==> src/rtl/core/vm_scalar_builtin_alu_top_assert.svh <==
// Assertion macros for the scalar builtin ALU.
`ifndef VM_SCALAR_BUILTIN_ALU_TOP_ASSERT_SVH
`define VM_SCALAR_BUILTIN_ALU_TOP_ASSERT_SVH

// Implication checked on every rising clock edge outside reset.
`define VSBA_ASSERT(lbl, ante, cons, msg) \
  lbl: assert property (@(posedge clk_i) disable iff (!rst_ni) (ante) |-> (cons)) \
    else $error(msg);

// Implication whose consequent is checked in the next cycle.
`define VSBA_ASSERT_NEXT(lbl, ante, cons, msg) \
  lbl: assert property (@(posedge clk_i) disable iff (!rst_ni) (ante) |=> (cons)) \
    else $error(msg);

`endif

==> src/rtl/core/vsba_pkg.sv <==
// Shared types and constants of the scalar builtin ALU.
package vsba_pkg;

  localparam int unsigned VW = 64;
  localparam int unsigned DW = 64;

  typedef enum logic [3:0] {
    K_ABS    = 4'd0,
    K_MIN    = 4'd1,
    K_MAX    = 4'd2,
    K_CLIP   = 4'd3,
    K_IDIV   = 4'd4,
    K_IMOD   = 4'd5,
    K_ISINT  = 4'd6,
    K_ORD    = 4'd7,
    K_CHR    = 4'd8,
    K_LETTER = 4'd9,
    K_DIGIT  = 4'd10,
    K_SPACE  = 4'd11,
    K_VOWEL  = 4'd12,
    K_LOWER  = 4'd13,
    K_UPPER  = 4'd14
  } kind_e;

  localparam logic [1:0] TAG_INT   = 2'd0;
  localparam logic [1:0] TAG_CHAR  = 2'd1;
  localparam logic [1:0] TAG_FLOAT = 2'd2;

  localparam logic [1:0] RES_INT  = 2'd0;
  localparam logic [1:0] RES_CHAR = 2'd1;
  localparam logic [1:0] RES_BOOL = 2'd2;

  localparam logic [1:0] ST_OK    = 2'd0;
  localparam logic [1:0] ST_TYPE  = 2'd1;
  localparam logic [1:0] ST_VALUE = 2'd2;
  localparam logic [1:0] ST_FLOAT = 2'd3;

  localparam logic [7:0] CHAR_MAX_CODE = 8'd255;
  localparam logic [7:0] CASE_DIST     = 8'h20;

  // Payload carried down the pipeline; rem and quo form the divider's shift pair.
  typedef struct packed {
    logic [VW-1:0] rem;
    logic [VW-1:0] quo;
    logic [VW-1:0] ub;
    logic [VW-1:0] bval;
    logic          neg_a;
    logic          neg_b;
    logic          is_div;
    logic          is_mod;
    logic [VW-1:0] res_value;
    logic [1:0]    res_tag;
    logic [1:0]    status;
  } pipe_t;

  typedef struct packed {
    logic [DW-1:0] value;
    logic [1:0]    tag;
    logic [1:0]    status;
  } out_item_t;

endpackage

==> src/rtl/core/vsba_div_step.sv <==
// One registered step of the restoring divider: one quotient bit per stage.
module vsba_div_step (
  input  logic            clk_i,
  input  logic            rst_ni,
  input  logic            en_i,
  input  logic            valid_i,
  input  vsba_pkg::pipe_t data_i,
  output logic            valid_o,
  output vsba_pkg::pipe_t data_o
);
  import vsba_pkg::*;

  logic [VW:0] trial;
  logic [VW:0] diff;
  logic        take;
  pipe_t       d;
  logic        valid_q;
  pipe_t       data_q;

  assign trial = {data_i.rem, data_i.quo[VW-1]};
  assign diff  = trial - {1'b0, data_i.ub};
  assign take  = !diff[VW];

  always_comb begin
    d     = data_i;
    d.rem = take ? diff[VW-1:0] : trial[VW-1:0];
    d.quo = {data_i.quo[VW-2:0], take};
  end

  always_ff @(posedge clk_i or negedge rst_ni) begin
    if (!rst_ni) begin
      valid_q <= 1'b0;
    end else if (en_i) begin
      valid_q <= valid_i;
    end
  end

  always_ff @(posedge clk_i) begin
    if (en_i) begin
      data_q <= d;
    end
  end

  assign valid_o = valid_q;
  assign data_o  = data_q;

endmodule

==> config.mk <==
export PLATFORM = sky130hd
export DESIGN_NAME = vsba_div_step
export DESIGN_NICKNAME = d
export VERILOG_FILES = /design/src/rtl/core/vm_scalar_builtin_alu_top_assert.svh /design/src/rtl/core/vsba_pkg.sv /design/src/rtl/core/vsba_div_step.sv
export SDC_FILE = /design/constraint.sdc
export NUM_CORES = 1
export LEC_CHECK = 0
export BUFFER_PORTS_ARGS = -buffer_cell sky130_fd_sc_hd__buf_2
export CORE_AREA = 5 5 252 254
export DETAILED_ROUTE_END_ITERATION = 10
export DIE_AREA = 0 0 257 259
export HOLD_SLACK_MARGIN = 0.08
export PLACE_DENSITY_LB_ADDON = 0.25
export SLEW_MARGIN = 0
export SYNTH_ARGS = -nofsm -noshare
export SYNTH_HDL_FRONTEND = slang
export SYNTH_SLANG_ARGS = --single-unit
export TNS_END_PERCENT = 30
==> constraint.sdc <==
create_clock -name clk_i -period 0.8 [get_ports clk_i]
set_input_delay 0.16 -clock clk_i [delete_from_list [all_inputs] [get_ports clk_i]]
set_output_delay 0.16 -clock clk_i [all_outputs]
set_load 0.01 [all_outputs]
==> results.py, run 1 <==
metrics = {
    "synthesis": {
        "synth.yosys.seq_area_share": 0.655,
        "synth_area_leaders": "edfxtp_1 65%, ha_1 5.3%, mux2_2 3.7%",
        "ys_warn_count": 0,
        "synth_cells": 1093,
        "synth.most_common_cell": "edfxtp_1",
        "synth_edf_count": 328,
        "synth_flop_cell": "edfxtp_1",
        "synth_top_area_share": 0.653,
        "syn_nets": 1490,
        "synth-async-reset-ratio": 0.00304,
        "synth_cell_type_count": 76,
        "ys_top_cells_by_count": "328 x edfxtp_1, 87 x inv_1, 78 x a21oi_1",
        "synth-seq-cells": 329,
        "synth.avg_cell_area_um2": 13.8,
        "synth.cell_area_mm2": 0.0151,
        "yosys.area.top_type": "edfxtp_1",
    },
    "cells_and_area": {
        "nets": 2798,
        "drive_gt1_frac": 0.484,
        "final_cells": 3230,
        "post-route-util": 0.449,
        "area_growth_pct": 81.7,
    },
    "cts": {
        "numClockSinks": 329,
        "clk_pin_slew_ns": 0.06,
        "postCtsHoldBufs": 323,
        "clock_path_buffers": 3,
        "cts_root_buf": "clkbuf_16",
        "htreeDepth": 2,
        "cts_buffers": 40,
        "worstSkewPairLatency_ns": 0.56,
        "cts_tree": "done",
    },
    "placement": {
        "gp_congestion": 0.885,
        "place.port_buffers": 660,
        "post-place-cells": 2799,
        "place_ws_ns": -2.61,
        "hpwl_um": 52800,
    },
    "status": {
        "status": "finished with violations",
        "violations": "negative setup slack",
    },
    "routing": {
        "wl_um": 67400,
        "firstDrtPassIters": 5,
        "via_per_inst": 4.38,
        "antenna_left": 0,
        "drc": 0,
        "drtIter0Drc": 767,
        "wl_per_cell_um": 20.9,
        "vias": 14200,
    },
    "sta": {
        "fin_skew_ns": 0,
        "fin_crit_sh": 3.42,
        "rsz0062_at_grt": "yes",
        "timing.fmax_ghz": 0.365,
        "whs_ns": 0.00941,
        "fin_ws_ns": -1.94,
        "finalHoldViolCount": 0,
        "worst_pin_slew_ns": 0.544,
        "relSlewSlack": 0.628,
        "min_period_ns": 2.74,
        "setup_viol": 394,
        "slew_violations": 0,
    },
    "die": {
        "fp.dieW_um": 257,
        "initial_utilization": 0.247,
        "rows": 91,
        "die_h_um": 259,
        "ioPinCount": 661,
        "core_mm2": 0.0610,
        "dieArea_mm2": 0.0666,
    },
    "worst_setup_path": {
        "cp_slowest_cell": "or3_4",
        "critPathCaptureType": "flop",
        "critical_path_required_ns": 1.09,
        "cpMostUsedCell": "a21o_1",
        "critPathBufInv": 5,
        "startpoint": "data_i[173]",
        "crit_path_max_fanout": 9,
        "r2r-start": "valid_o$_DFFE_PN0P_",
        "worstSetupPathType": "input port to flop",
        "r2r_slack_ns": 0.05,
        "startpoint_type": "input port",
        "crit_family": "compound AO/OA/AOI/OAI gates",
        "slowest_delay_ns": 0.38,
        "critPathArrivalTime_ns": 3.03,
        "path_cells": "buf_2 -> inv_1 -> ha_1 -> a21o_1 -> a21o_1 -> a21o_1 -> a21oi_1 -> o21ba_4 -> a211oi_4 -> or3_4 -> and3_4 -> clkinv_8 -> buf_12 -> clkbuf_16 -> mux2_2",
    },
    "pwr": {
        "p_leak_nw": 12.2,
        "pwr_density_cell_mw_per_mm2": 1960,
        "power.total_mw": 53.6,
        "ir_drop_uv": 1300,
    },
    "worst_hold_path": {
        "hp-class": "input port to flop",
        "hold_start": "en_i",
    },
    "global_route": {
        "grt_pass1_wl_um": 95800,
        "antenna_found_initial": 16,
        "grt_max_degree": 39,
        "grt_pass1_vias": 14900,
        "overflow": 0,
        "grt_usage": 0.189,
    },
    "flow_run": {
        "max_cap_viol_count": 0,
    },
}
[sequential cells by signal, summed over array words and instances (netlist names)]
name,cells
valid_o,1
data_o,328
[layer usage]
metal,GRT usage,up-vias,share of wire
met4,0.0784,4,0.041
met2,0.313,506,0.48
li1,-,6748,-
met5,0,-,0.00043
met3,0.0685,115,0.084
met1,0.224,6788,0.40
[kinds of logic (layout without fill, tap and decap cells)]
group,count (synthesis),count (layout),synth area share
DFF,329,329,0.655
AOI/OAI and AO/OA,240,240,0.104
and+or+nand+nor,222,222,0.0759
buffers and inverters,123,1462,0.0347
adders and majority gates,65,65,0.0544
muxes,60,60,0.0443
xor gates and xnor gates,54,54,0.0314
other,0,8,0
[layout make-up]
cell class	instances	area, um^2
fillers	5668	33600
flip-flops and latches	329	9870
repair buffers	1301	9590
multi-input cells	641	5260
clock buffers	48	1070
well taps	790	988
inverters	88	360
clock inverters	25	213
diodes	8	20.0
[power breakdown]
part	leakage [nW]	total (mW)	internal, mW	switching, mW
Combinational	8.35	14.1	7.48	6.67
Clock	0.636	17.8	10.3	7.50
Sequential	3.22	21.6	21.0	0.573
[final timing paths]
check	to	cells past startpoint
max in group asynchronous	valid_o$_DFFE_PN0P_	3
setup / recovery	data_o[296]$_DFFE_PP_	15
hold / removal	data_o[325]$_DFFE_PP_	2
hold reg to reg	valid_o$_DFFE_PN0P_	1
setup reg to reg	valid_o$_DFFE_PN0P_	1
min in group asynchronous	valid_o$_DFFE_PN0P_	3
[layout by cell type, fill, tap and decap left out, types with 16 or more instances in the layout]
cell,instances
clkbuf_16,44
buf_6,58
buf_12,16
ha_1,45
nand4_1,20
o21ai_0,35
nand2_1,66
xor2_1,22
mux2_4,26
buf_2,603
a21oi_1,67
xnor2_1,32
mux2_2,25
buf_4,292
dlygate4sd3_1,322
a21o_1,32
ha_4,18
nor2_1,46
edfxtp_1,328
inv_1,78
[through the flow]
step	instance area, um^2	TNS (ns)
after detailed placement	21700	-211.95
after global routing	27400	-284.79
after global placement	21700	-206.76
after CTS	26900	-276.23
final	27400	-261.37
after floorplan	15300	-137.70
[timing repair]
item                                   in CTS  in global routing
setup endpoints to repair                 394                395
pin swaps                                   9                 37
setup buffers                              18                 10
gates cloned                                4                  2
resized for setup                         127                 86
endpoints found under the hold margin     340                 19
Power figures use the tool's default switching activity.
==> run 2: changes to the inputs <==
--- a/config.mk
+++ b/config.mk
@@ -6,9 +6,10 @@
 export NUM_CORES = 1
 export LEC_CHECK = 0
 export BUFFER_PORTS_ARGS = -buffer_cell sky130_fd_sc_hd__buf_2
-export CORE_AREA = 5 5 252 254
+export CORE_AREA = 2 2 254 256
+export CTS_BUF_LIST = sky130_fd_sc_hd__clkbuf_8
 export DETAILED_ROUTE_END_ITERATION = 10
-export DIE_AREA = 0 0 257 259
+export DIE_AREA = 0 0 256 258
 export HOLD_SLACK_MARGIN = 0.08
 export PLACE_DENSITY_LB_ADDON = 0.25
 export SLEW_MARGIN = 0
==> run 2 against run 1 <==
  * The flow finishes with violations (negative hold slack, negative setup slack)
  * Utilization is 1.2 points lower
  * Register-to-register slack barely moved
  * Clock power increased by 3%
  * Sequential share of layout area fell by 0.52 points
  * Sequential power is essentially flat
  * Non-clock buffer count is 27 higher
  * Power grew 1.6%
  * Cell count increased by 4.2%
  * Setup slack improved by 0.11 ns
==> results.py, run 2 (synthesized netlist as in run 1, its figures left out) <==
metrics = {
    "routing": {
        "wl_um": 67200,
        "vias": 14400,
        "firstDrtPassIters": 5,
        "antenna_left": 0,
        "drtIter0Drc": 799,
        "wl_per_cell_um": 19.9,
        "drc": 0,
        "via_per_inst": 4.29,
    },
    "sta": {
        "worst_pin_slew_ns": 0.580,
        "relSlewSlack": 0.603,
        "fin_crit_sh": 3.29,
        "timing.fmax_ghz": 0.380,
        "fin_ws_ns": -1.83,
        "min_period_ns": 2.63,
        "slew_violations": 0,
        "fin_skew_ns": 0,
        "finalHoldViolCount": 15,
        "whs_ns": -0.222,
        "tns_ns": -292.29,
        "setup_viol": 406,
        "rsz0062_at_grt": "yes",
    },
    "cells_and_area": {
        "nets": 2845,
        "final_common_cell": "buf_2",
        "largest_reg_flops": 328,
        "area_growth_pct": 84.3,
        "layout_common_cells": "616 x buf_2, 328 x edfxtp_1, 328 x dlygate4sd3_1, 311 x buf_4, 90 x inv_1",
        "fin_area_mm2": 0.0278,
        "drive_gt1_frac": 0.493,
        "post-route-util": 0.436,
    },
    "worst_setup_path": {
        "critPathCaptureType": "flop",
        "startpoint_type": "input port",
        "critical_path_required_ns": 1.19,
        "worstSetupPathType": "input port to flop",
        "crit_path_max_fanout": 6,
        "critPathArrivalTime_ns": 3.02,
    },
    "placement": {
        "place.port_buffers": 660,
        "dpl_cell_area_mm2": 0.0219,
        "gp_congestion": 0.884,
        "hpwl_um": 51400,
    },
    "pwr": {
        "ir_drop_uv": 1390,
        "power.total_mw": 54.4,
        "p_leak_nw": 12.5,
        "pwr_density_cell_mw_per_mm2": 1960,
    },
    "cts": {
        "cts_tree": "done",
        "clk_pin_slew_ns": 0.06,
        "worstSkewPairLatency_ns": 0.65,
        "numClockSinks": 329,
        "cts_root_buf": "clkbuf_8",
        "htreeDepth": 2,
        "clock_path_buffers": 3,
        "cts_buffers": 60,
    },
    "die": {
        "fp.dieW_um": 256,
        "die_h_um": 258,
        "initial_utilization": 0.237,
        "dieArea_mm2": 0.0660,
        "ioPinCount": 661,
        "rows": 93,
        "core_mm2": 0.0636,
    },
    "global_route": {
        "grt_max_degree": 27,
        "overflow": 0,
        "grt_usage": 0.193,
        "grt_pass1_wl_um": 96100,
        "grt_pass1_vias": 15300,
        "antenna_found_initial": 24,
    },
    "status": {
        "violations": "negative hold slack, negative setup slack",
        "status": "finished with violations",
    },
    "worst_hold_path": {
        "hp-class": "input port to flop",
    },
    "flow_run": {
        "max_cap_viol_count": 0,
    },
}
==> run 2: changes by cell type in the layout (fill, tap and decap cells not counted), sizes merged, moves of 6 or more <==
cell         delta
inv             +9
clkbuf         +11
dlygate4sd3     +6
buf            +24
diode           +6
bufinv          +9
==> run 2: cell type report <==
cell class	count	area (um^2)
repair buffers	1328	9760
diodes	14	35.0
flip-flops and latches	329	9870
clock buffers	61	840
clock inverters	51	539
inverters	88	360
multi-input cells	641	5300
fillers	5963	35900
well taps	855	1070
==> run 2: timing repair <==
item / in CTS / in global routing
hold buffers: 327 / 2
hold endpoints to repair: 521 / 79
setup endpoints to repair: 394 / 397
setup buffers: 17 / 6
pin swaps: 20 / 26
gates cloned: 3 / 1
resized for setup: 126 / 86
==> run 2: path summary, 6_finish.rpt <==
kind | startpoint | end | slack [ns] | cells after the start
setup / recovery | data_i[169] | data_o[269]$_DFFE_PP_ | -1.83 | 16
hold / removal | data_i[137] | data_o[137]$_DFFE_PP_ | -0.22 | 1
setup reg to reg | valid_o$_DFFE_PN0P_ | valid_o$_DFFE_PN0P_ | 0.05 | 1
hold reg to reg | valid_o$_DFFE_PN0P_ | valid_o$_DFFE_PN0P_ | 0.52 | 1
max in group asynchronous | rst_ni | valid_o$_DFFE_PN0P_ | 0.35 | 3
min in group asynchronous | rst_ni | valid_o$_DFFE_PN0P_ | 0.35 | 3
==> run 2: critical path, stage by stage <==
cell and delay [ns]:
buf_2 0.11, inv_2 0.09, ha_4 0.21, a21o_1 0.18
a21o_1 0.21, a21oi_4 0.20, o221ai_1 0.14, o21ba_2 0.28
a211oi_2 0.09, buf_4 0.15, or3_4 0.33, and3_4 0.20
inv_8 0.08, buf_12 0.13, buf_16 0.14, mux2_2 0.33
==> run 2: stage by stage <==
stage,instances,setup WS [ns]
after CTS,3344,-1.83
after detailed placement,2886,-2.60
after global placement,2886,-2.58
after floorplan,1093,-2.25
final,3367,-1.83
after global routing,3361,-1.92
==> run 2: where the power goes <==
group | switching, mW | internal [mW]
logic | 6.74 | 7.65
clock network | 7.67 | 10.8
registers | 0.548 | 21.0
==> run 2: metal layers <==
layer  track usage  up-vias  part of all wire
met5             0        -            0.0014
met4        0.0887       18             0.042
met1         0.231     6935              0.41
met2         0.323      499              0.48
met3        0.0541      127             0.069
li1              -     6857                 -
