File: config.mk
export PLATFORM = sky130hd
export DESIGN_NAME = vsba_out
export DESIGN_NICKNAME = d
export VERILOG_FILES = /design/src/rtl/core/vm_scalar_builtin_alu_top_assert.svh /design/src/rtl/core/vsba_pkg.sv /design/src/rtl/core/vsba_out.sv
export SDC_FILE = /design/constraint.sdc
export NUM_CORES = 1
export LEC_CHECK = 0
export BUFFER_PORTS_ARGS = -buffer_cell sky130_fd_sc_hd__buf_2
export CORE_ASPECT_RATIO = 1.5
export CORE_MARGIN = 5
export CORE_UTILIZATION = 30
export DETAILED_ROUTE_END_ITERATION = 7
export PLACE_DENSITY = 0.54
export SYNTH_ARGS = -nofsm -noshare
export SYNTH_HDL_FRONTEND = slang
export SYNTH_SLANG_ARGS = --single-unit
File: constraint.sdc
create_clock -name clk_i -period 6.1 [get_ports clk_i]
set_input_delay 0.61 -clock clk_i [delete_from_list [all_inputs] [get_ports clk_i]]
set_output_delay 0.61 -clock clk_i [all_outputs]
set_load 0.05 [all_outputs]
File: src/rtl/core/vm_scalar_builtin_alu_top_assert.svh
// Assertion macros for the scalar builtin ALU.
`ifndef VM_SCALAR_BUILTIN_ALU_TOP_ASSERT_SVH
`define VM_SCALAR_BUILTIN_ALU_TOP_ASSERT_SVH

// Implication checked on every rising clock edge outside reset.
`define VSBA_ASSERT(lbl, ante, cons, msg) \
  lbl: assert property (@(posedge clk_i) disable iff (!rst_ni) (ante) |-> (cons)) \
    else $error(msg);

// Implication whose consequent is checked in the next cycle.
`define VSBA_ASSERT_NEXT(lbl, ante, cons, msg) \
  lbl: assert property (@(posedge clk_i) disable iff (!rst_ni) (ante) |=> (cons)) \
    else $error(msg);

`endif

File: src/rtl/core/vsba_pkg.sv
// Shared types and constants of the scalar builtin ALU.
package vsba_pkg;

  localparam int unsigned VW = 64;
  localparam int unsigned DW = 64;

  typedef enum logic [3:0] {
    K_ABS    = 4'd0,
    K_MIN    = 4'd1,
    K_MAX    = 4'd2,
    K_CLIP   = 4'd3,
    K_IDIV   = 4'd4,
    K_IMOD   = 4'd5,
    K_ISINT  = 4'd6,
    K_ORD    = 4'd7,
    K_CHR    = 4'd8,
    K_LETTER = 4'd9,
    K_DIGIT  = 4'd10,
    K_SPACE  = 4'd11,
    K_VOWEL  = 4'd12,
    K_LOWER  = 4'd13,
    K_UPPER  = 4'd14
  } kind_e;

  localparam logic [1:0] TAG_INT   = 2'd0;
  localparam logic [1:0] TAG_CHAR  = 2'd1;
  localparam logic [1:0] TAG_FLOAT = 2'd2;

  localparam logic [1:0] RES_INT  = 2'd0;
  localparam logic [1:0] RES_CHAR = 2'd1;
  localparam logic [1:0] RES_BOOL = 2'd2;

  localparam logic [1:0] ST_OK    = 2'd0;
  localparam logic [1:0] ST_TYPE  = 2'd1;
  localparam logic [1:0] ST_VALUE = 2'd2;
  localparam logic [1:0] ST_FLOAT = 2'd3;

  localparam logic [7:0] CHAR_MAX_CODE = 8'd255;
  localparam logic [7:0] CASE_DIST     = 8'h20;

  // Payload carried down the pipeline; rem and quo form the divider's shift pair.
  typedef struct packed {
    logic [VW-1:0] rem;
    logic [VW-1:0] quo;
    logic [VW-1:0] ub;
    logic [VW-1:0] bval;
    logic          neg_a;
    logic          neg_b;
    logic          is_div;
    logic          is_mod;
    logic [VW-1:0] res_value;
    logic [1:0]    res_tag;
    logic [1:0]    status;
  } pipe_t;

  typedef struct packed {
    logic [DW-1:0] value;
    logic [1:0]    tag;
    logic [1:0]    status;
  } out_item_t;

endpackage

File: src/rtl/core/vsba_out.sv
// Last stage: sign fix-up of quotient and remainder, result select and output skid buffer.
module vsba_out (
  input  logic                  clk_i,
  input  logic                  rst_ni,
  input  logic                  valid_i,
  input  vsba_pkg::pipe_t       data_i,
  output logic                  en_o,
  output logic                  valid_o,
  input  logic                  ready_i,
  output vsba_pkg::out_item_t   item_o
);
  import vsba_pkg::*;

  logic [VW-1:0] q, r, rf, v;
  out_item_t     fin;
  logic          out_v_q, skid_v_q;
  out_item_t     out_q, skid_q;

  assign q  = (data_i.neg_a ^ data_i.neg_b) ? (VW'(0) - data_i.quo) : data_i.quo;
  assign r  = data_i.neg_a ? (VW'(0) - data_i.rem) : data_i.rem;
  // Floor modulo: a nonzero remainder takes the sign of the divisor.
  assign rf = (r != '0 && r[VW-1] != data_i.neg_b) ? (r + data_i.bval) : r;
  assign v  = data_i.is_div ? (data_i.is_mod ? rf : q) : data_i.res_value;

  always_comb begin
    fin.value  = DW'(signed'(v));
    fin.tag    = data_i.res_tag;
    fin.status = data_i.status;
  end

  assign en_o = !skid_v_q;

  always_ff @(posedge clk_i or negedge rst_ni) begin
    if (!rst_ni) begin
      out_v_q  <= 1'b0;
      skid_v_q <= 1'b0;
    end else if (skid_v_q) begin
      if (ready_i) begin
        out_v_q  <= 1'b1;
        skid_v_q <= 1'b0;
      end
    end else if (out_v_q && !ready_i) begin
      skid_v_q <= valid_i;
    end else begin
      out_v_q <= valid_i;
    end
  end

  always_ff @(posedge clk_i) begin
    if (skid_v_q) begin
      if (ready_i) out_q <= skid_q;
    end else if (out_v_q && !ready_i) begin
      skid_q <= fin;
    end else begin
      out_q <= fin;
    end
  end

  assign valid_o = out_v_q;
  assign item_o  = out_q;

endmodule

==> impl.org, run 1 <==
** Timing
- Max transition margin :: 21.6%
- At the pin with the least slew margin, the transition time is 1.17 ns.
- Setup repair after global routing could not meet its margin everywhere.
- After layout, the minimum clock period comes to 5.89 ns.
- Final Hold Vio Count :: 0
- Across all hold checks on the routed design, the worst slack comes to 0.370 ns.
- Setup total negative slack on the finished layout was measured at 0 ns.
- Fin crit share :: 96.6%
- Final number of max-transition violations :: 0
- Worst-case clock skew :: 0.0106 ns
- Finish-stage setup viols :: 0
- Timing would allow up to 170 MHz.

** CTS
- TritonCTS clock tree :: yes
- Root buffer selected by CTS :: sky130_fd_sc_hd__clkbuf_16
- Number of clock sinks :: 138
- Maximum clock insertion buffer count :: 2
- H-tree lvl count :: 4
- Clock slew at the register clock pins of the worst setup and hold paths :: 0.07 ns
- Clock tree synthesis inserted a total of 17 buffers.
- Post-CTS timing repair inserted 0 buffers for setup.
- Clock Latency Late Sink :: 0.44 ns

** Min path
- Along the worst hold path, the cell count comes to 1.
- The path class of the tightest hold or removal check is input port to register.

** Yosys
- Cell with the most instances after synthesis :: sky130_fd_sc_hd__a21oi_1
- Synthesized area divided by synthesized cell count :: 8.03 um2
- Area contributors post-synth :: sky130_fd_sc_hd__edfxtp_1, sky130_fd_sc_hd__xnor2_1, sky130_fd_sc_hd__ha_1
- In this run the cell area of the synthesized design comes to 15500 um2.
- Share of synthesized area occupied by flip-flops and latches :: 26.8%
- For this run, the number of Yosys warnings is 0.
- The synthesized design spends more area on one cell type than any other, namely sky130_fd_sc_hd__edfxtp_1.
- By count the netlist is led by sky130_fd_sc_hd__a21oi_1, sky130_fd_sc_hd__nand2_1, sky130_fd_sc_hd__edfxtp_1, sky130_fd_sc_hd__nor2_1, sky130_fd_sc_hd__o21ai_0.
- Synth Instances :: 1924
- Mapped Nets :: 2336
- Share of the synthesized area in the top cell type :: 26.4%
- For this run, asynchronously set or reset flops after synthesis account for 1.45%.
- Synthesis inferred 138 register bits.
- The synthesized netlist contains 91 unique library cells.
- Number of enable-type register cells in the synthesized netlist :: 136
- In the synthesized netlist the dominant register cell turns out to be sky130_fd_sc_hd__edfxtp_1.

** GRT
- The number of global-route vias before repair is 16919.
- Maximum number of pins on one net before global-route repair :: 69
- Global routing used 24.4% of the available tracks.
- First-pass GRT wire length :: 105000 um
- After global routing the overflow that remains totals 0.
- Antenna violations before repair :: 6

** Place
- Final Wtd Congestion :: 0.949
- Detailed placer's ending HPWL :: 60000 um
- Input/output buffers :: 337

** Power
- In this run the power spent charging and discharging nets is 1.96 mW.
- The internal portion of the total power is 2.82 mW.
- For this design the ratio of total power to cell area is 240 nW/um2.
- Leakage power total :: 8.01 nW
- Net switching is 41.1% of the power.
- Of the total power, combinational logic draws 49.2%.
- Sequential group share of total power :: 26.1%
- Clock network fraction of design power :: 24.7%
- Peak supply drop :: 0.214 mV

** Run status
- The run finished with clean final reports.

** Cells and area
- Share of the core filled with cells :: 38.8%
- Synthesis-to-layout area growth :: 28.7%
- Of the cells placed in the final design, the portion with a size suffix greater than 1 is 26.7%.
- Summing all flip-flop and latch instances after layout gives 4140 um2.
- Filler Cells Inserted :: 5446
- At the end of the flow, the number of nets in the layout was 2781.
- Summing all multi-input logic gate instances after layout gives 10700 um2.

** Worst setup path
- In this run the worst path has a maximum fanout of 7.
- Crit path launch type :: input port
- For the worst setup path, the data required time is 6.29 ns.
- Worst Setup Path Type :: input port to register
- STA classifies the critical path endpoint as a register.
- For the worst setup path, the data arrival time is 6.09 ns.
- Counting cells, the worst reg-to-reg path comes to 4.

** Die
- The die is 195 um wide.
- Measured along the y axis, the die boundary spans 288 um.
- FP Rows :: 102
- The floorplan step defined a die boundary enclosing 56200 um2.
- The floorplan step defined a core boundary enclosing 51300 um2.
- During I/O placement, the number of pins put on the boundary was 402.
- Effective utilization at floorplan :: 30.1%

** Route
- Summing over every cut layer, the via total after detailed routing is 17293.
- Vias per inst :: 5.64
- In the final routed layout, each cell accounts on average for 23.7 um.
- The count of nets left with antenna violations once routing finished came out at 0.
- DRC errors left :: 0
- Number of detailed-routing iterations run before antenna repair :: 5
- DRT iter0 DRCs :: 1305
- Aggregate routed wire length :: 72600 um

** Flow run
- Max-cap violation count :: 0
-- cell type report --
type | count | area share [%]
antenna | 6 | 0.0755
clock buffer | 19 | 2.28
clock inverter | 13 | 1.08
inverter | 54 | 1.02
multi-input combinational | 1617 | 53.9
sequential | 138 | 20.8
tap | 676 | 4.25
timing repair buffer | 541 | 16.6
-- through the flow --
step	instances	setup slack [ns]	area (um2)	total power, mW
floorplan	1924	0.296	15500	2.69
global placement	3025	-0.194	19200	3.58
detailed placement	3025	-0.219	19200	3.59
CTS	3058	0.197	19900	4.79
global route	3063	-0.00364	19900	5.03
finish	3064	0.205	19900	4.78
-- power by group through the flow --
stage / Clock [mW] / Sequential (mW) / Combinational [mW]
global placement: 0 / 1.27 / 2.32
CTS: 1.20 / 1.25 / 2.34
floorplan: 0 / 1.52 / 1.17
detailed placement: 0 / 1.27 / 2.32
finish: 1.18 / 1.25 / 2.35
global route: 1.24 / 1.26 / 2.53
-- timing repair --
item | 4_1_cts | 5_1_grt
endpoints found under the hold margin | 2 | 0
hold buffers | 1 | 0
endpoints found under the setup margin | 0 | 3
resized for setup | 0 | 2
-- state kept, by name, indices dropped and copies added, names as in the netlist --
name and cells:
item_o 68, skid_q 68, skid_v_q 1, valid_o 1
-- cells by family (layout without fill, tap and decap cells) --
kind of cell | count (synthesis) | count (layout) | synth area share, %
compound gates | 696 | 696 | 29.9
simple gates | 636 | 636 | 20.6
xor+xnor | 179 | 179 | 10.1
buf+inv | 169 | 627 | 4.21
flops | 138 | 138 | 26.8
fa+ha+maj | 80 | 80 | 6.53
mux | 26 | 26 | 1.81
other cells | 0 | 6 | 0
-- layout by cell type, fill, tap and decap left out, drive strengths merged, types with 12 or more instances in the layout --
master	instances
a211oi	18
a21o	29
a21oi	183
a221oi	25
a22o	28
a31oi	29
and2	13
and3	12
buf	540
clkbuf	19
edfxtp	136
ha	79
inv	56
mux2	16
nand2	180
nand2b	15
nand3	40
nand4	33
nor2	137
nor3	68
nor4	24
o21a	17
o21ai	141
o21bai	18
o22ai	27
o31ai	42
o41ai	21
or2	25
or3	33
or4	22
xnor2	118
xor2	61
-- layer usage --
layer	routed length, um	part of all wire [%]	GRT usage, %
met1	30600	42	31.3
met3	4110	5.7	3.03
met5	0	0	0
met4	2470	3.4	8.56
met2	35500	49	42.0
-- critical path: stages --
cell and delay (ns):
sky130_fd_sc_hd__buf_2 0.11, sky130_fd_sc_hd__inv_1 0.07, sky130_fd_sc_hd__ha_1 0.19, sky130_fd_sc_hd__or4b_4 0.48, sky130_fd_sc_hd__or4b_4 0.60, sky130_fd_sc_hd__buf_4 0.19, sky130_fd_sc_hd__or3b_2 0.45, sky130_fd_sc_hd__nand2_1 0.09
sky130_fd_sc_hd__xnor2_1 0.09, sky130_fd_sc_hd__ha_1 0.39, sky130_fd_sc_hd__nand4_1 0.21, sky130_fd_sc_hd__nor2_1 0.22, sky130_fd_sc_hd__nand3_1 0.12, sky130_fd_sc_hd__a221oi_1 0.33, sky130_fd_sc_hd__buf_4 0.19, sky130_fd_sc_hd__o21bai_1 0.15
sky130_fd_sc_hd__a21oi_1 0.33, sky130_fd_sc_hd__nor4_1 0.10, sky130_fd_sc_hd__nor4bb_1 0.39, sky130_fd_sc_hd__o311ai_0 0.22, sky130_fd_sc_hd__a32o_1 0.28, sky130_fd_sc_hd__mux2_2 0.26
-- path summary, 6_finish.rpt --
kind | to | startpoint | slack [ns]
worst max register to register | item_o[24] | skid_v_q | 3.55
worst min-delay path | skid_q[3] | data_i[3] | 0.37
worst max-delay path | item_o[65] | data_i[264] | 0.21
worst min register to register | item_o[9] | skid_q[9] | 0.53
min in group asynchronous | valid_o | rst_ni | 0.49
max in group asynchronous | skid_v_q | rst_ni | 5.50
Note: power is estimated with default switching activity, not from simulation.
==> run 2: changes to the inputs <==
Settings changed: ABC_AREA from default to 1, CAP_MARGIN from default to 15, PLACE_DENSITY 0.54 to 0.53.
==> run 2 against run 1 <==
Compared with the run above:
- register-to-register slack worse by 0.21 ns
- flip-flop and latch count is the same
- first-iteration DRC count is 14% lower
- critical path type unchanged
- largest power group unchanged
==> impl.org, run 2 <==
** CTS
- Clock slew at the register clock pins of the worst setup and hold paths :: 0.07 ns
- The number of hold buffers added after CTS was 1.
- H-tree lvl count :: 4
- Once the clock tree was built, the resizer swapped 0 gates to a different size.
- Clock tree synthesis found a total of 138 sinks.
- Clock Latency Late Sink :: 0.45 ns
- Counting along the longest clock path gives a buffer depth of 2.
- Root buffer selected by CTS :: sky130_fd_sc_hd__clkbuf_16
- TritonCTS created 17 clock buffers.
- TritonCTS built the clock tree.
- Buffers inserted by post-CTS timing repair :: 0

** Yosys
- Count of yosys warnings during synthesis :: 0
- Counting flops with a built-in enable in the synthesized netlist gives 136.
- The most common cell in the synthesized netlist is sky130_fd_sc_hd__nand2_1.
- After synthesis the netlist holds a flip-flop and latch count of 138.
- Area contributors post-synth :: sky130_fd_sc_hd__edfxtp_1, sky130_fd_sc_hd__nand2_1, sky130_fd_sc_hd__nor2_1
- Synth Instances :: 2862
- For this run, the register share of the synthesized area comes to 22.7%.
- Commonest cells post-synth :: sky130_fd_sc_hd__nand2_1, sky130_fd_sc_hd__nor2_1, sky130_fd_sc_hd__inv_1, sky130_fd_sc_hd__nand3_1, sky130_fd_sc_hd__edfxtp_1
- In the synthesized netlist the dominant register cell turns out to be sky130_fd_sc_hd__edfxtp_1.
- The mapped netlist covers 18200 um2.
- Dividing the synthesized area by the synthesized cell count gives 6.37 um2.
- Synthesis produced a netlist with a net count of 3274.
- Number of different library cells in the post-synthesis netlist :: 55
- sky130_fd_sc_hd__edfxtp_1 takes more of the synthesized area than any other cell.
- Share of the synthesized area in the top cell type :: 22.4%
- Post-synth ARST share :: 1.45%

** Power
- Leakage power total :: 10.1 nW
- Of the total power, the share spent switching nets is 45.1%.
- Of the total power, registers draw 28.0%.
- Dividing total power by cell area gives a power density of 213 nW/um2.
- Clock network fraction of design power :: 23.6%
- Cell internal power was estimated by the tool at 2.48 mW.
- Overall power consumption after layout is estimated at 4.52 mW.
- Peak supply drop :: 0.204 mV
- Combinational power share :: 48.4%
- Power spent charging and discharging nets :: 2.04 mW

** Die
- Effective utilization at floorplan :: 30.3%
- The die covers 65900 um2.
- The floorplan step set the die width to 211 um.
- From bottom edge to top edge, the die measures 312 um.
- Placeable core region :: 60100 um2
- FP Rows :: 110
- For this design the top-level I/O count stands at 402.

** Timing
- Shortest clock period the worst path allows after layout :: 4.74 ns
- Total negative slack :: 0 ns
- RSZ-0062 raised after global routing :: no
- Worst-case clock skew :: 0.00958 ns
- Slew at the pin with the worst max-slew slack :: 1.08 ns
- Fin crit share :: 77.6%
- The final max-slew violation count came to 0.
- Final Hold Vio Count :: 0
- Setup violations remaining at the end of the flow were counted as 0.
- Derived from the worst setup path, the maximum achievable clock frequency is 211 MHz.
- Max transition margin :: 27.6%

** Route
- The final layout contains routed wiring with a total length of 82900 um.
- Final ANT Viol Nets :: 0
- Vias per inst :: 4.98
- Via count :: 19713
- Number of detailed-routing iterations run before antenna repair :: 5
- DRC errors left :: 0
- Per-cell routed wire length :: 20.9 um
- DRT iter0 DRCs :: 1121

** Cells and area
- Synthesis-to-layout area growth :: 16.4%
- Of the cells placed in the final design, the portion with a size suffix greater than 1 is 19.9%.
- Fill cells in the final layout number 6851.
- Filler-free cell count of the finished design :: 3960
- Most frequent standard cell in the layout excluding fill and tap cells :: sky130_fd_sc_hd__nand2_1
- Most frequent cells in the layout :: sky130_fd_sc_hd__nand2_1, sky130_fd_sc_hd__nor2_1, sky130_fd_sc_hd__inv_1
- Share of the core filled with cells :: 35.3%
- Final Net Count :: 3570

** Min path
- Hold crit path type :: input port to register

** GRT
- First-pass GRT wire length :: 122000 um
- Total routing resource utilization after global routing :: 24.4%
- Maximum number of pins on one net before global-route repair :: 73
- For this run the aggregate overflow at the end of global routing stands at 0.
- Via count of the first global-routing pass :: 20084
- Antenna violations before repair :: 6

** Worst setup path
- In this run the worst path has a maximum fanout of 11.
- The setup path with the least slack is of type input port to register.
- Arrival time worst endpoint :: 4.93 ns
- On the critical path, the stage with the largest delay is an instance of sky130_fd_sc_hd__o21ai_0.
- On the worst path, the slowest cell contributes a delay of 0.78 ns.
- Family of cells with the greatest summed delay on the critical path :: simple AND/OR/NAND/NOR gates
- STA puts the critical path data required time at 6.29 ns.
- Crit path launch type :: input port
- Counting stages on the worst path, the most repeated cell is sky130_fd_sc_hd__nand2_1.
- Count of buffering cells on the critical path with inverters included :: 4
- Kind of end point of the critical path :: register

** Run status
- The flow ran to the end, and the final reports show no timing, DRC or antenna violations.

** Flow run
- Max-cap violation count :: 0

** Place
- Dpl cells :: 3922
- In this run the tool buffered the top-level ports with 337 buffer cells.
- The congestion estimate from routability-driven global placement came to 1.02.
- Detailed placer's ending HPWL :: 69200 um
-- run 2: changes by cell type in the layout (fill, tap and decap cells not counted), moves of 55 or more --
cell                       before  now
sky130_fd_sc_hd__a21boi_1       1   59
sky130_fd_sc_hd__nor2_1       133  365
sky130_fd_sc_hd__xnor2_1      117   27
sky130_fd_sc_hd__or2_2         11   66
sky130_fd_sc_hd__inv_1         52  354
sky130_fd_sc_hd__nand2_1      179  845
sky130_fd_sc_hd__buf_4        197   20
sky130_fd_sc_hd__nand3_1       40  189
sky130_fd_sc_hd__nand3_2        0   84
sky130_fd_sc_hd__a21oi_1      182  114
-- run 2: path summary, 6_finish.rpt --
check / from / to / slack, ns / depth (start not counted)
max in group asynchronous: rst_ni / skid_v_q / 5.53 / 2
setup / recovery: data_i[264] / item_o[60] / 1.36 / 25
min in group asynchronous: rst_ni / valid_o / 0.47 / 2
setup reg to reg: skid_v_q / skid_q[24] / 3.34 / 3
hold reg to reg: skid_q[58] / item_o[58] / 0.52 / 2
hold / removal: ready_i / skid_v_q / 0.35 / 2
-- run 2: worst reg2reg max path: cells and delay by family, from the launching register on --
| family | cells | cell delay [ns] |
|---|---|---|
| buffers and inverters | 2 | 1.00 |
| flip-flops | 1 | 0.38 |
| AND/OR/NAND/NOR | 1 | 0.97 |
-- run 2: kinds of logic (layout without fill, tap and decap cells) --
logic type | Yosys count | count (layout) | synth area share (%)
AO/OA/AOI/OAI | 384 | 384 | 12.8
XOR/XNOR | 87 | 87 | 4.31
adder cells (fa/ha/maj) | 80 | 80 | 5.53
buffers and inverters | 441 | 750 | 9.98
flip-flops | 138 | 138 | 22.7
other | 0 | 5 | 0
AND/OR/NAND/NOR | 1732 | 1732 | 44.7
-- run 2: layout make-up --
type                    instances  area (um2)  area share, %
multi-input cells            2283       12300           58.0
flip-flops and latches        138        4140           19.5
repair buffers                357        1840           8.68
inverters                     361        1360           6.39
well taps                     784         981           4.62
clock buffers                  18         429           2.02
clock inverters                14         161          0.761
diodes                          5        12.5         0.0590
-- run 2: routing by layer --
| layer | up-vias | GRT usage (%) | share of wire (%) |
|---|---|---|---|
| met4 | 2 | 13.8 | 6.1 |
| met1 | 9069 | 27.9 | 39 |
| met5 | - | 0 | 0.016 |
| li1 | 9926 | - | - |
| met3 | 152 | 2.28 | 4.2 |
| met2 | 564 | 44.1 | 50 |
-- run 2: per-stage QoR --
stage               hold WS (ns)  instance area, um2  worst slack, ns
global placement           0.399               20600            0.941
finish                     0.351               21200             1.36
detailed placement         0.396               20600            0.934
floorplan                  0.314               18200             1.80
CTS                        0.325               21200             1.41
global route               0.349               21200             1.05
-- run 2: power groups by stage --
stage                     registers (mW)  logic [mW]  clock network, mW
after global placement              1.29        2.18                  0
after global routing                1.28        2.38               1.13
after floorplan                     1.60        1.16                  0
after detailed placement            1.29        2.18                  0
final                               1.27        2.19               1.07
after CTS                           1.27        2.19               1.10
==> run 3: changes to the inputs <==
Clock period 6.1 ns to 4.8 ns, I/O delays scaled along.
==> run 3 against run 2 <==
Compared with the run above:
- combinational power increased by 31%
- worst hold slack got worse by 0.12 ns
- core utilization increased by 0.98 points
- die area unchanged
- critical path type unchanged
- clock power increased by 21%
- wire length increased by 0.80%
- register-to-register slack got worse by 0.62 ns
- critical path depth increased by 1
- clock skew increased by 0.0029 ns
- setup slack got worse by 0.80 ns
- power increased by 28%
==> impl.org, run 3 (synthesis gave the netlist of run 2 again) <==
** Cells and area
- In the final layout, the multi-input gates occupy 12300 um2.
- Synthesis-to-layout area growth :: 19.7%
- Registers take 4140 um2.
- Filler Cells Inserted :: 6797
- Most frequent standard cell in the layout excluding fill and tap cells :: sky130_fd_sc_hd__nand2_1
- At the end of the flow the core is filled with cells to 36.3%.
- The net count of the finished layout is 3642.
- Total non-filler cell area in the finished layout :: 21800 um2
- Layout cell share with drive strength beyond 1 :: 21.6%
- Most frequent cells in the layout :: sky130_fd_sc_hd__nand2_1, sky130_fd_sc_hd__nor2_1, sky130_fd_sc_hd__inv_1

** Flow run
- Across the run, the number of max-cap violations was 0.

** Route
- In the routed layout, each cell is associated on average with a via count of 4.92.
- Via count :: 19833
- DRC errors left :: 0
- The first routing iteration left 1024 violations.
- Final ANT Viol Nets :: 0
- Number of detailed-routing iterations run before antenna repair :: 6
- Aggregate routed wire length :: 83500 um
- Dividing the detail-routed wire length by the instance count gives 20.7 um.

** CTS
- In this run the deepest clock path goes through 2 buffers.
- Clock Latency Late Sink :: 0.45 ns
- H-tree lvl count :: 4
- The number of clock buffers added by TritonCTS is 17.
- Gates resized during post-CTS repair numbered 0.
- Clock slew at the register clock pins of the worst setup and hold paths :: 0.07 ns
- TritonCTS clock tree :: yes
- CTS placed an instance of sky130_fd_sc_hd__clkbuf_16 at the clock tree root.
- Number of clock sinks :: 138

** Timing
- Max transition margin :: 31.2%
- Crit path setup slack, layout :: 0.562 ns
- The clock arrives with 0.0125 ns of skew.
- Finish-stage setup viols :: 0
- Max Freq :: 236 MHz
- The hold violation count in the final report came to 0.
- In the final timing run, aggregate negative setup slack is 0 ns.
- At the pin with the least slew margin, the transition time is 1.03 ns.
- The worst path uses 88.3% of the clock period.
- RSZ-0062 raised after global routing :: no
- Shortest clock period the worst path allows after layout :: 4.24 ns
- Final number of max-transition violations :: 0

** Worst setup path
- Crit path launch type :: input port
- Largest stage delay, worst path :: 0.36 ns
- The critical path contains buffers and inverters numbering 4 combined.
- Data on the critical path arrives at its endpoint at 4.43 ns.
- For the worst setup path, the data required time is 4.99 ns.
- Family of cells with the greatest summed delay on the critical path :: simple AND/OR/NAND/NOR gates
- STA classifies the critical path endpoint as a register.
- Max Fanout on Critical Path :: 11
- CP most frequent cell :: sky130_fd_sc_hd__nand2_1
- CP max-delay cell :: sky130_fd_sc_hd__ha_1
- The critical path is of the input port to register type.

** GRT
- First-pass GRT wire length :: 123000 um
- Antenna violations before repair :: 4
- The number of global-route vias before repair was 20152.
- Total gr overflow :: 0
- Entering global routing, the biggest net connects 70 pins.
- Across every metal layer, demand over resource in global routing totals 24.6%.

** Die
- In this run the horizontal extent of the chip is 211 um.
- Once the floorplan was initialized, standard cells occupied 30.3% of the core.
- FP Rows :: 110
- Number of top-level design ports :: 402
- The floorplan step set the die height to 312 um.
- The core region is 60100 um2.
- The die covers 65900 um2.

** Power
- Peak supply drop :: 0.257 mV
- Total power per unit cell area :: 265 nW/um2
- Summing internal, switching and leakage power gives 5.78 mW.
- Summed over all cells, the static leakage comes to 10.5 nW.

** Place
- Worst slack after detailed placement :: 0.163 ns
- Final Wtd Congestion :: 0.992
- In this run the cell area measured after placement is 21200 um2.
- Once detailed placement completed, the half-perimeter wirelength came to 70600 um.
- Input/output buffers :: 337

** Min path
- The path class of the tightest hold or removal check is input port to register.

** Run status
- Run status :: completed
[run 3: cell count changes in the layout (fill, tap and decap cells not counted), sizes merged]
cell	change
buf	+72
diode	-4
inv	+2
clkinv	-3
bufinv	-1
clkinvlp	+2
[run 3: per-stage QoR]
stage / cells / hold WS [ns]
2_1_floorplan: 2862 / 0.184
3_3_place_gp: 3994 / 0.269
3_5_place_dp: 3994 / 0.269
4_1_cts: 4027 / 0.195
5_1_grt: 4028 / 0.216
6_report: 4028 / 0.228
[run 3: per-layer routing]
| layer | vias to the layer above | routed length, um | track usage, % | part of all wire, % |
|---|---|---|---|---|
| met3 | 133 | 3610 | 2.15 | 4.3 |
| met4 | 2 | 4420 | 11.7 | 5.3 |
| li1 | 10055 | - | - | - |
| met5 | - | 13 | 0 | 0.016 |
| met2 | 587 | 42600 | 45.1 | 51 |
| met1 | 9056 | 32900 | 28.5 | 39 |
[run 3: layout make-up]
type                            instances  share of cell area [%]
Antenna cell                            1                  0.0115
Clock buffer                           18                    1.97
Multi-Input combinational cell       2283                    56.4
Tap cell                              784                    4.50
Clock inverter                         14                   0.614
Timing Repair Buffer                  429                    11.3
Inverter                              361                    6.21
Sequential cell                       138                    19.0
[run 3: final timing paths]
path	startpoint	endpoint	slack, ns	cells after the start
max	data_i[264]	item_o[61]	0.56	26
min	data_i[2]	skid_q[2]	0.23	1
max reg2reg	skid_v_q	item_o[9]	2.72	5
min reg2reg	skid_q[57]	item_o[57]	0.51	2
max in group asynchronous	rst_ni	skid_v_q	4.33	2
min in group asynchronous	rst_ni	valid_o	0.36	2
[run 3: timing repair]
action,4_1_cts,5_1_grt
hold endpoints to repair,2,0
setup endpoints to repair,0,0
hold buffers,1,0
setup buffers,0,0
[run 3: power by group]
group	switching (mW)	total, mW	leakage [nW]	internal (mW)
Sequential	0.0515	1.61	1.34	1.56
Combinational	1.96	2.86	8.85	0.902
Clock	0.580	1.30	0.263	0.722
Total	2.59	5.78	10.5	3.18
[run 3: worst reg2reg max path, delay by kind of cell (launching register included)]
| kind | cells | cell delay (ns) |
|---|---|---|
| buffers and inverters | 3 | 1.29 |
| flip-flops | 1 | 0.43 |
| AND/OR/NAND/NOR | 2 | 0.22 |
